$ cat src/rtl/log_batch_flush_controller_macros.svh
// assertion macros shared by the flush controller rtl
`ifndef LOG_BATCH_FLUSH_CONTROLLER_MACROS_SVH
`define LOG_BATCH_FLUSH_CONTROLLER_MACROS_SVH

// property that must hold on every clock edge outside reset
`define LBFC_ASSERT(label, prop, msg) \
  label: assert property (@(posedge clk_i) disable iff (!rst_ni) (prop)) \
    else $error(msg);

// same-cycle implication outside reset
`define LBFC_ASSERT_IMP(label, ante, cons, msg) \
  label: assert property (@(posedge clk_i) disable iff (!rst_ni) (ante) |-> (cons)) \
    else $error(msg);

// next-cycle implication outside reset
`define LBFC_ASSERT_NEXT(label, ante, cons, msg) \
  label: assert property (@(posedge clk_i) disable iff (!rst_ni) (ante) |=> (cons)) \
    else $error(msg);

`endif

$ cat src/rtl/lbfc_pkg.sv
// types and constants of the log batch flush controller
package lbfc_pkg;

  localparam int CNT_W  = 23;
  localparam int TIME_W = 32;
  localparam int SEC_W  = 16;

  // buffer size in bytes, count saturates here
  localparam int unsigned BUFFER_BYTES = 4194304;
  localparam logic [CNT_W-1:0] BUF_BYTES = CNT_W'(BUFFER_BYTES);

  // register reset values
  localparam logic [CNT_W-1:0] THRESHOLD_RST = CNT_W'(1048576);
  localparam logic [SEC_W-1:0] COLLECT_RST   = SEC_W'(60);
  localparam logic [SEC_W-1:0] TIMEOUT_RST   = SEC_W'(120);
  localparam logic [SEC_W-1:0] COOLDOWN_RST  = SEC_W'(30);

  typedef enum logic [1:0] {
    ST_IDLE    = 2'd0,
    ST_COLLECT = 2'd1,
    ST_FLIGHT  = 2'd2,
    ST_COOL    = 2'd3
  } state_e;

  typedef enum logic [1:0] {
    OP_TICK  = 2'd0,
    OP_BYTES = 2'd1,
    OP_PUSH  = 2'd2,
    OP_DONE  = 2'd3
  } opcode_e;

  typedef enum logic [1:0] {
    TM_KEEP   = 2'd0,
    TM_ARM    = 2'd1,
    TM_DISARM = 2'd2
  } timer_e;

  typedef enum logic [1:0] {
    REG_THRESHOLD = 2'd0,
    REG_COLLECT   = 2'd1,
    REG_TIMEOUT   = 2'd2,
    REG_COOLDOWN  = 2'd3
  } cfg_reg_e;

endpackage

$ cat src/rtl/log_batch_flush_controller.sv
// log batch flush controller: byte counting, flush trigger and timeout state machine
//
// Usage: one event word enters on the in channel (opcode, now_seconds_i and the
// opcode's own fields) and exactly one result word leaves on the out channel.
// Words are taken when valid is high and stall is low; the receiver drives stall.
// Configuration registers (threshold, collect, timeout, cooldown) are written
// through the cfg channel; cfg_ready_o is always high. The user must write them only
// while no event is in the block; the block itself does not enforce this.
// An accepted word passes through the input register and then the result register.
// Throughput: one word per cycle while out_stall_i is low. The whole state chain
// of an event (flight timeout, cooldown expiry, collect and flush start) settles
// in the single logic stage between the input register and the result register.
// Stall: while out_stall_i holds a result, the input register keeps its word and
// in_stall_o rises only once that register is also full, so one word is buffered.
// Reset: state idle, byte count, marks and pending push cleared, registers to
// their default values, both valid flags low.
module log_batch_flush_controller (
  input  logic                        clk_i,
  input  logic                        rst_ni,
  // event channel
  input  logic                        in_valid_i,
  output logic                        in_stall_o,
  input  logic [1:0]                  opcode_i,
  input  logic [lbfc_pkg::TIME_W-1:0] now_seconds_i,
  input  logic [lbfc_pkg::CNT_W-1:0]  added_bytes_i,
  input  logic                        has_newline_i,
  input  logic                        flush_ok_i,
  // result channel
  output logic                        out_valid_o,
  input  logic                        out_stall_i,
  output logic                        flush_start_o,
  output logic [lbfc_pkg::CNT_W-1:0]  flush_size_o,
  output logic                        flush_abort_o,
  output logic [1:0]                  timer_action_o,
  output logic [lbfc_pkg::TIME_W-1:0] timer_deadline_o,
  output logic [1:0]                  state_code_o,
  output logic [lbfc_pkg::CNT_W-1:0]  free_bytes_o,
  output logic                        done_pulse_o,
  // configuration channel
  input  logic                        cfg_valid_i,
  output logic                        cfg_ready_o,
  input  logic [1:0]                  cfg_index_i,
  input  logic [lbfc_pkg::CNT_W-1:0]  cfg_data_i
);

  `include "log_batch_flush_controller_macros.svh"

  localparam int CW = lbfc_pkg::CNT_W;
  localparam int TW = lbfc_pkg::TIME_W;
  localparam int SW = lbfc_pkg::SEC_W;

  // configuration registers
  logic [CW-1:0] thr_q;
  logic [SW-1:0] collect_q, timeout_q, cooldown_q;

  // input register
  logic                in_valid_q;
  lbfc_pkg::opcode_e   op_q;
  logic [TW-1:0]       now_q;
  logic [CW-1:0]       added_q;
  logic                nl_q, ok_q;

  // controller state
  lbfc_pkg::state_e    mode_q, mode_d;
  logic [CW-1:0]       cnt_q, cnt_d;
  logic [TW-1:0]       mark_q, mark_d;
  logic [CW-1:0]       infl_q, infl_d;
  logic                pp_q, pp_d;

  // result register
  logic                out_valid_q;
  logic                start_q, start_d;
  logic [CW-1:0]       size_q, size_d;
  logic                abort_q, abort_d;
  lbfc_pkg::timer_e    tact_q, tact_d;
  logic [TW-1:0]       tdead_q, tdead_d;
  lbfc_pkg::state_e    st_out_q;
  logic [CW-1:0]       free_q, free_d;
  logic                done_q, done_d;

  // handshake
  logic adv, fire, in_acc;

  assign adv        = !out_valid_q || !out_stall_i;
  assign fire       = in_valid_q && adv;
  assign in_stall_o = in_valid_q && !adv;
  assign in_acc     = in_valid_i && !in_stall_o;
  assign cfg_ready_o = 1'b1;

  // configuration writes
  always_ff @(posedge clk_i or negedge rst_ni) begin
    if (!rst_ni) begin
      thr_q      <= lbfc_pkg::THRESHOLD_RST;
      collect_q  <= lbfc_pkg::COLLECT_RST;
      timeout_q  <= lbfc_pkg::TIMEOUT_RST;
      cooldown_q <= lbfc_pkg::COOLDOWN_RST;
    end else if (cfg_valid_i && cfg_ready_o) begin
      unique case (lbfc_pkg::cfg_reg_e'(cfg_index_i))
        lbfc_pkg::REG_THRESHOLD: thr_q      <= cfg_data_i;
        lbfc_pkg::REG_COLLECT:   collect_q  <= cfg_data_i[SW-1:0];
        lbfc_pkg::REG_TIMEOUT:   timeout_q  <= cfg_data_i[SW-1:0];
        lbfc_pkg::REG_COOLDOWN:  cooldown_q <= cfg_data_i[SW-1:0];
        default: ;
      endcase
    end
  end

  // input register valid
  always_ff @(posedge clk_i or negedge rst_ni) begin
    if (!rst_ni) begin
      in_valid_q <= 1'b0;
    end else if (in_acc) begin
      in_valid_q <= 1'b1;
    end else if (fire) begin
      in_valid_q <= 1'b0;
    end
  end

  // input register payload
  always_ff @(posedge clk_i) begin
    if (in_acc) begin
      op_q    <= lbfc_pkg::opcode_e'(opcode_i);
      now_q   <= now_seconds_i;
      added_q <= added_bytes_i;
      nl_q    <= has_newline_i;
      ok_q    <= flush_ok_i;
    end
  end

  // deadline sums, compared at full width
  logic [TW:0] now_w, fl_end, cd_end, cl_end, now_ft, now_cs;
  logic [CW:0] add_sum;

  assign now_w   = {1'b0, now_q};
  assign fl_end  = {1'b0, mark_q} + (TW+1)'(timeout_q);
  assign cd_end  = {1'b0, mark_q} + (TW+1)'(cooldown_q);
  assign cl_end  = {1'b0, mark_q} + (TW+1)'(collect_q);
  assign now_ft  = now_w + (TW+1)'(timeout_q);
  assign now_cs  = now_w + (TW+1)'(collect_q);
  assign add_sum = {1'b0, cnt_q} + {1'b0, added_q};

  // event handling and state chain
  logic ev, go_collect, from_idle, cool_step, expired;

  always_comb begin
    mode_d  = mode_q;
    cnt_d   = cnt_q;
    mark_d  = mark_q;
    infl_d  = infl_q;
    pp_d    = pp_q;
    ev      = 1'b0;
    done_d  = 1'b0;
    start_d = 1'b0;
    size_d  = '0;
    abort_d = 1'b0;
    tact_d  = lbfc_pkg::TM_KEEP;
    tdead_d = '0;
    go_collect = 1'b0;
    from_idle  = 1'b0;
    cool_step  = 1'b0;
    expired    = 1'b0;

    // opcode pre-processing
    unique case (op_q)
      lbfc_pkg::OP_TICK: ev = 1'b1;
      lbfc_pkg::OP_BYTES: begin
        if (add_sum > {1'b0, lbfc_pkg::BUF_BYTES}) begin
          cnt_d = lbfc_pkg::BUF_BYTES;
        end else begin
          cnt_d = add_sum[CW-1:0];
        end
        ev = nl_q;
      end
      lbfc_pkg::OP_PUSH: begin
        pp_d = 1'b1;
        ev   = 1'b1;
      end
      lbfc_pkg::OP_DONE: begin
        if (ok_q) begin
          cnt_d = (infl_q <= cnt_q) ? (cnt_q - infl_q) : '0;
        end
        pp_d   = 1'b0;
        infl_d = '0;
        mode_d = lbfc_pkg::ST_COOL;
        ev     = 1'b1;
        done_d = 1'b1;
      end
      default: ;
    endcase

    // first state of the chain
    if (ev) begin
      unique case (mode_d)
        lbfc_pkg::ST_IDLE: begin
          if (cnt_d != '0) begin
            go_collect = 1'b1;
            from_idle  = 1'b1;
          end
        end
        lbfc_pkg::ST_COLLECT: go_collect = 1'b1;
        lbfc_pkg::ST_FLIGHT: begin
          if (fl_end <= now_w) begin
            abort_d   = 1'b1;
            infl_d    = '0;
            tact_d    = lbfc_pkg::TM_DISARM;
            tdead_d   = '0;
            mode_d    = lbfc_pkg::ST_COOL;
            cool_step = 1'b1;
          end
        end
        lbfc_pkg::ST_COOL: cool_step = 1'b1;
        default: ;
      endcase
    end

    // cooldown check
    if (cool_step) begin
      if (now_w < cd_end) begin
        tact_d  = lbfc_pkg::TM_ARM;
        tdead_d = cd_end[TW-1:0];
      end else if (cnt_d != '0) begin
        go_collect = 1'b1;
      end else begin
        mode_d = lbfc_pkg::ST_IDLE;
      end
    end

    // collecting: start a flush or arm the collect deadline
    if (go_collect) begin
      mode_d  = lbfc_pkg::ST_COLLECT;
      expired = from_idle ? (collect_q == '0) : (now_w >= cl_end);
      if (from_idle) begin
        mark_d = now_q;
      end
      if (pp_d || (cnt_d >= thr_q) || expired) begin
        start_d = 1'b1;
        size_d  = cnt_d;
        infl_d  = cnt_d;
        mark_d  = now_q;
        tact_d  = lbfc_pkg::TM_ARM;
        tdead_d = now_ft[TW-1:0];
        mode_d  = lbfc_pkg::ST_FLIGHT;
      end else begin
        tact_d  = lbfc_pkg::TM_ARM;
        tdead_d = from_idle ? now_cs[TW-1:0] : cl_end[TW-1:0];
      end
    end

    free_d = lbfc_pkg::BUF_BYTES - cnt_d;
  end

  // controller state registers
  always_ff @(posedge clk_i or negedge rst_ni) begin
    if (!rst_ni) begin
      mode_q <= lbfc_pkg::ST_IDLE;
      cnt_q  <= '0;
      mark_q <= '0;
      infl_q <= '0;
      pp_q   <= 1'b0;
    end else if (fire) begin
      mode_q <= mode_d;
      cnt_q  <= cnt_d;
      mark_q <= mark_d;
      infl_q <= infl_d;
      pp_q   <= pp_d;
    end
  end

  // result valid
  always_ff @(posedge clk_i or negedge rst_ni) begin
    if (!rst_ni) begin
      out_valid_q <= 1'b0;
    end else if (fire) begin
      out_valid_q <= 1'b1;
    end else if (!out_stall_i) begin
      out_valid_q <= 1'b0;
    end
  end

  // result payload
  always_ff @(posedge clk_i) begin
    if (fire) begin
      start_q  <= start_d;
      size_q   <= size_d;
      abort_q  <= abort_d;
      tact_q   <= tact_d;
      tdead_q  <= tdead_d;
      st_out_q <= mode_d;
      free_q   <= free_d;
      done_q   <= done_d;
    end
  end

  assign out_valid_o      = out_valid_q;
  assign flush_start_o    = start_q;
  assign flush_size_o     = size_q;
  assign flush_abort_o    = abort_q;
  assign timer_action_o   = tact_q;
  assign timer_deadline_o = tdead_q;
  assign state_code_o     = st_out_q;
  assign free_bytes_o     = free_q;
  assign done_pulse_o     = done_q;

  // checks
  `LBFC_ASSERT(cnt_bounded_a, cnt_q <= lbfc_pkg::BUF_BYTES, "byte count above buffer size")
  `LBFC_ASSERT_IMP(start_in_flight_a, out_valid_q && start_q,
      st_out_q == lbfc_pkg::ST_FLIGHT, "flush started without entering flight")
  `LBFC_ASSERT_IMP(abort_sets_timer_a, out_valid_q && abort_q,
      tact_q != lbfc_pkg::TM_KEEP, "abort left the timer untouched")
  `LBFC_ASSERT_NEXT(fire_gives_result_a, fire, out_valid_q, "processed word produced no result")

endmodule
$ cat config.mk
export PLATFORM = sky130hd
export DESIGN_NAME = log_batch_flush_controller
export DESIGN_NICKNAME = d
export VERILOG_FILES = /design/src/rtl/lbfc_pkg.sv /design/src/rtl/log_batch_flush_controller.sv
export VERILOG_INCLUDE_DIRS = /design/src /design/src/rtl
export SDC_FILE = /design/constraint.sdc
export NUM_CORES = 1
export LEC_CHECK = 0
export ABC_AREA = 0
export BUFFER_PORTS_ARGS = -buffer_cell sky130_fd_sc_hd__buf_2
export CORE_MARGIN = 2
export CORE_UTILIZATION = 50
export CTS_CLUSTER_DIAMETER = 40
export DETAILED_ROUTE_END_ITERATION = 10
export PLACE_DENSITY = 0.71
export SLEW_MARGIN = 20
export SYNTH_ARGS = -nofsm -noshare
export SYNTH_HDL_FRONTEND = slang
export SYNTH_SLANG_ARGS = --single-unit
$ cat constraint.sdc
create_clock -name clk_i -period 16.66 [get_ports clk_i]
set_clock_uncertainty 0.15 [all_clocks]
set_input_delay 1.666 -clock clk_i [delete_from_list [all_inputs] [get_ports clk_i]]
set_output_delay 1.666 -clock clk_i [all_outputs]
set_load 0.03 [all_outputs]
==> metrics.yaml <==
status: "finished, final reports clean"
cpMaxStageDelayCell: "a21oi_1"
cts_hold_buf: 0
maxCapViolCount: 0
io_pins: 177
p_per_area_nw_per_um2: 228
synth_edf_count: 144
dieArea_um2: 46400
ys_top_cells_by_area: "edfxtp_1 19%, dfrtp_1 16%, ha_1 14%, xnor2_1 4.8%, nand2_1 4.0%"
wirelength_um: 71200
hold-path-cell-count: 2
ff2ff_setup_slack_ns: 7.89
track_usage_pct: 30.6
overflow: 0
post_cts_buffers: 0
seq_area_frac_synth_pct: 36.7
core_um2: 44100
clock.fmax_ghz: 0.114
port_buffers: 175
drc_errors: 0
antenna_cells: 0
finalSetupTns_ns: 0
dp_hpwl_um: 53900
cp-end-kind: "flip-flop"
postLayoutSetupSlackWorst_ns: 7.89
antenna_found_initial: 0
slew_viol_final: 0
max_stage_delay_ns: 0.80
cts_tree: "done"
clock_latency_ns: 0.62
switching_share_pct: 48.4
p_int_mw: 3.02
ant_nets: 0
synth_top_area_cell: "edfxtp_1"
num_rows: 77
synth_cell_types: 96
grt_max_degree: 87
critical-path-top-cell-by-count: "a21oi_1"
final_nets: 2896
post-route-min-period_ns: 8.77
initial_core_util_pct: 50.6
n_fill_cell: 3929
via_count: 19500
ir_drop_mv: 0.110
share_seq_of_total_power_pct: 21.6
cts_inserted_buffers: 53
ys_ff_latch: 298
syn_to_final_growth_pct: 14.7
path_class: "reg2reg"
clk_pin_slew_ns: 0.06
yosysTopAreaCellShare_pct: 19.4
arrival_ns: 9.07
final_layout_size_suffix_gt1_share_pct: 15.8
switching_power_mw: 2.83
min_path_type: "reg2reg"
cp.required_ns: 16.96
p_leak_nw: 11.3
postSynthAreaPerCell_um2: 9.34
synth-async-reset-ratio_pct: 51.7
path_max_fanout: 23
synth_nets: 2731
clkSinkCount: 298
fin_crit_sh_pct: 52.7
routedWlPerCell_um: 22.3
firstDrtPassIters: 6
clockPowerShare_pct: 19.1
clockBufferDepth: 3
die_x_um: 215
start_kind: "flip-flop"
tightest_slew_ns: 1.14
fp.dieH_um: 215
netlist_instances: 2391
layout_common_cells: "244 x ha_1, 236 x nand2_1, 177 x nor2_1, 174 x buf_2, 154 x o21ai_0"
post-place-ws_ns: 8.00
drt_iter0_markers: 1640
setup_viol: 0
worst_r2r_path_depth: 31
ctsResizeCount: 0
syn_area_um2: 22300
power_frac_comb_pct: 59.3
final_hold_viol_count: 0
grt_pass1_vias: 19600
gp_congestion: 0.985
ys.warnings.count: 0
viasPerCell: 6.10
cts_max_level: 2
root_buffer: "clkbuf_16"
grt_pass1_wl_um: 110000
grt_setup_unrepaired: "no"
max_slew_margin_pct: 24.1
synth_ff_type: "edfxtp_1"
final_common_cell: "ha_1"
-- registers in the layout (all words and copies together), names as in the netlist, 2 cells and up --
name	flops
mark_q	32
added_q	23
mode_q	2
now_q	32
thr_q	23
infl_q	23
timer_deadline_o	32
timer_action_o	2
cnt_q	23
timeout_q	16
op_q	2
cooldown_q	16
flush_size_o	23
state_code_o	2
collect_q	16
free_bytes_o	23
-- final cells by class --
| type | instances | area [µm²] | area share, % |
|---|---|---|---|
| flip-flops and latches | 298 | 8190 | 32.0 |
| well taps | 592 | 741 | 2.89 |
| clock inverters | 37 | 373 | 1.46 |
| multi-input cells | 1868 | 13300 | 51.8 |
| inverters | 139 | 524 | 2.05 |
| repair buffers | 196 | 1040 | 4.07 |
| clock buffers | 63 | 1470 | 5.73 |
-- stage by stage --
| step | instance area [µm²] | utilization, % | cells | hold WS [ns] | total power [mW] |
|---|---|---|---|---|---|
| 2_1_floorplan | 22300 | - | 2391 | 0.299 | 3.65 |
| 3_3_place_gp | 23800 | 53.8 | 3092 | 0.314 | 4.62 |
| 5_1_grt | 25600 | 58.1 | 3193 | 0.364 | 6.21 |
| 6_report | 25600 | 58.1 | 3193 | 0.331 | 5.85 |
| 3_5_place_dp | 23800 | 53.9 | 3093 | 0.322 | 4.66 |
| 4_1_cts | 25600 | 58.0 | 3193 | 0.334 | 5.81 |
-- routing by layer --
layer  vias up  routed length [µm]  track usage (%)
li1       9048                   -                -
met5         -                   0                0
met2       818               33800             51.4
met1      9416               29100             39.2
met3       195                4790             3.90
met4         0                3500             14.6
-- kinds of logic after synthesis --
kind of cell | Yosys count | share of synthesized area [%]
compound gates | 640 | 18.9
xor+xnor | 188 | 7.37
fa+ha+maj | 251 | 14.3
buf+inv | 225 | 4.04
flops | 298 | 36.7
mux | 70 | 3.46
other cells | 1 | 0.0168
simple gates | 718 | 15.2
-- worst max-delay path, delay by kind of cell, from the launching register on --
kind | cells | cell delay (ns)
adders and majority gates | 3 | 0.69
AOI/OAI and AO/OA | 15 | 4.01
buffers and inverters | 3 | 0.47
and+or+nand+nor | 9 | 2.66
xor gates and xnor gates | 1 | 0.21
DFF | 1 | 0.42
-- synthesized netlist by cell type (15+ instances only) --
cell,number
nand2b_1,33
nand4_1,29
inv_1,137
nand2_1,236
or2_2,16
a211oi_1,30
a21oi_1,148
mux2i_1,15
buf_2,19
o21bai_1,15
dfrtp_1,141
xnor2_1,123
o21ai_0,154
and2_1,28
and3_1,15
mux2_2,54
nor2_1,177
nor3_1,54
a21o_1,63
clkbuf_1,54
a31oi_1,19
o22ai_1,23
ha_1,244
edfxtp_1,144
nor2b_1,30
nand3_1,51
o21a_1,23
xor2_1,65
-- power by group through the flow --
stage | combinational (mW) | clock, mW | sequential (mW)
floorplan | 2.31 | 0 | 1.35
global placement | 3.35 | 0 | 1.26
detailed placement | 3.39 | 0 | 1.27
CTS | 3.42 | 1.13 | 1.26
global route | 3.76 | 1.17 | 1.29
finish | 3.47 | 1.12 | 1.26
-- worst paths after layout --
path	endpoint	start
worst max-delay path	infl_q[5]$_DFFE_PN0P_	cnt_q[0]$_DFFE_PN0P_
worst min-delay path	infl_q[16]$_DFFE_PN0P_	infl_q[16]$_DFFE_PN0P_
worst max register to register	infl_q[5]$_DFFE_PN0P_	cnt_q[0]$_DFFE_PN0P_
worst min register to register	infl_q[16]$_DFFE_PN0P_	infl_q[16]$_DFFE_PN0P_
max in group asynchronous	cooldown_q[15]$_DFFE_PN0P_	rst_ni
min in group asynchronous	mark_q[26]$_DFFE_PN0P_	rst_ni
Note: power is estimated with default switching activity, not from simulation.
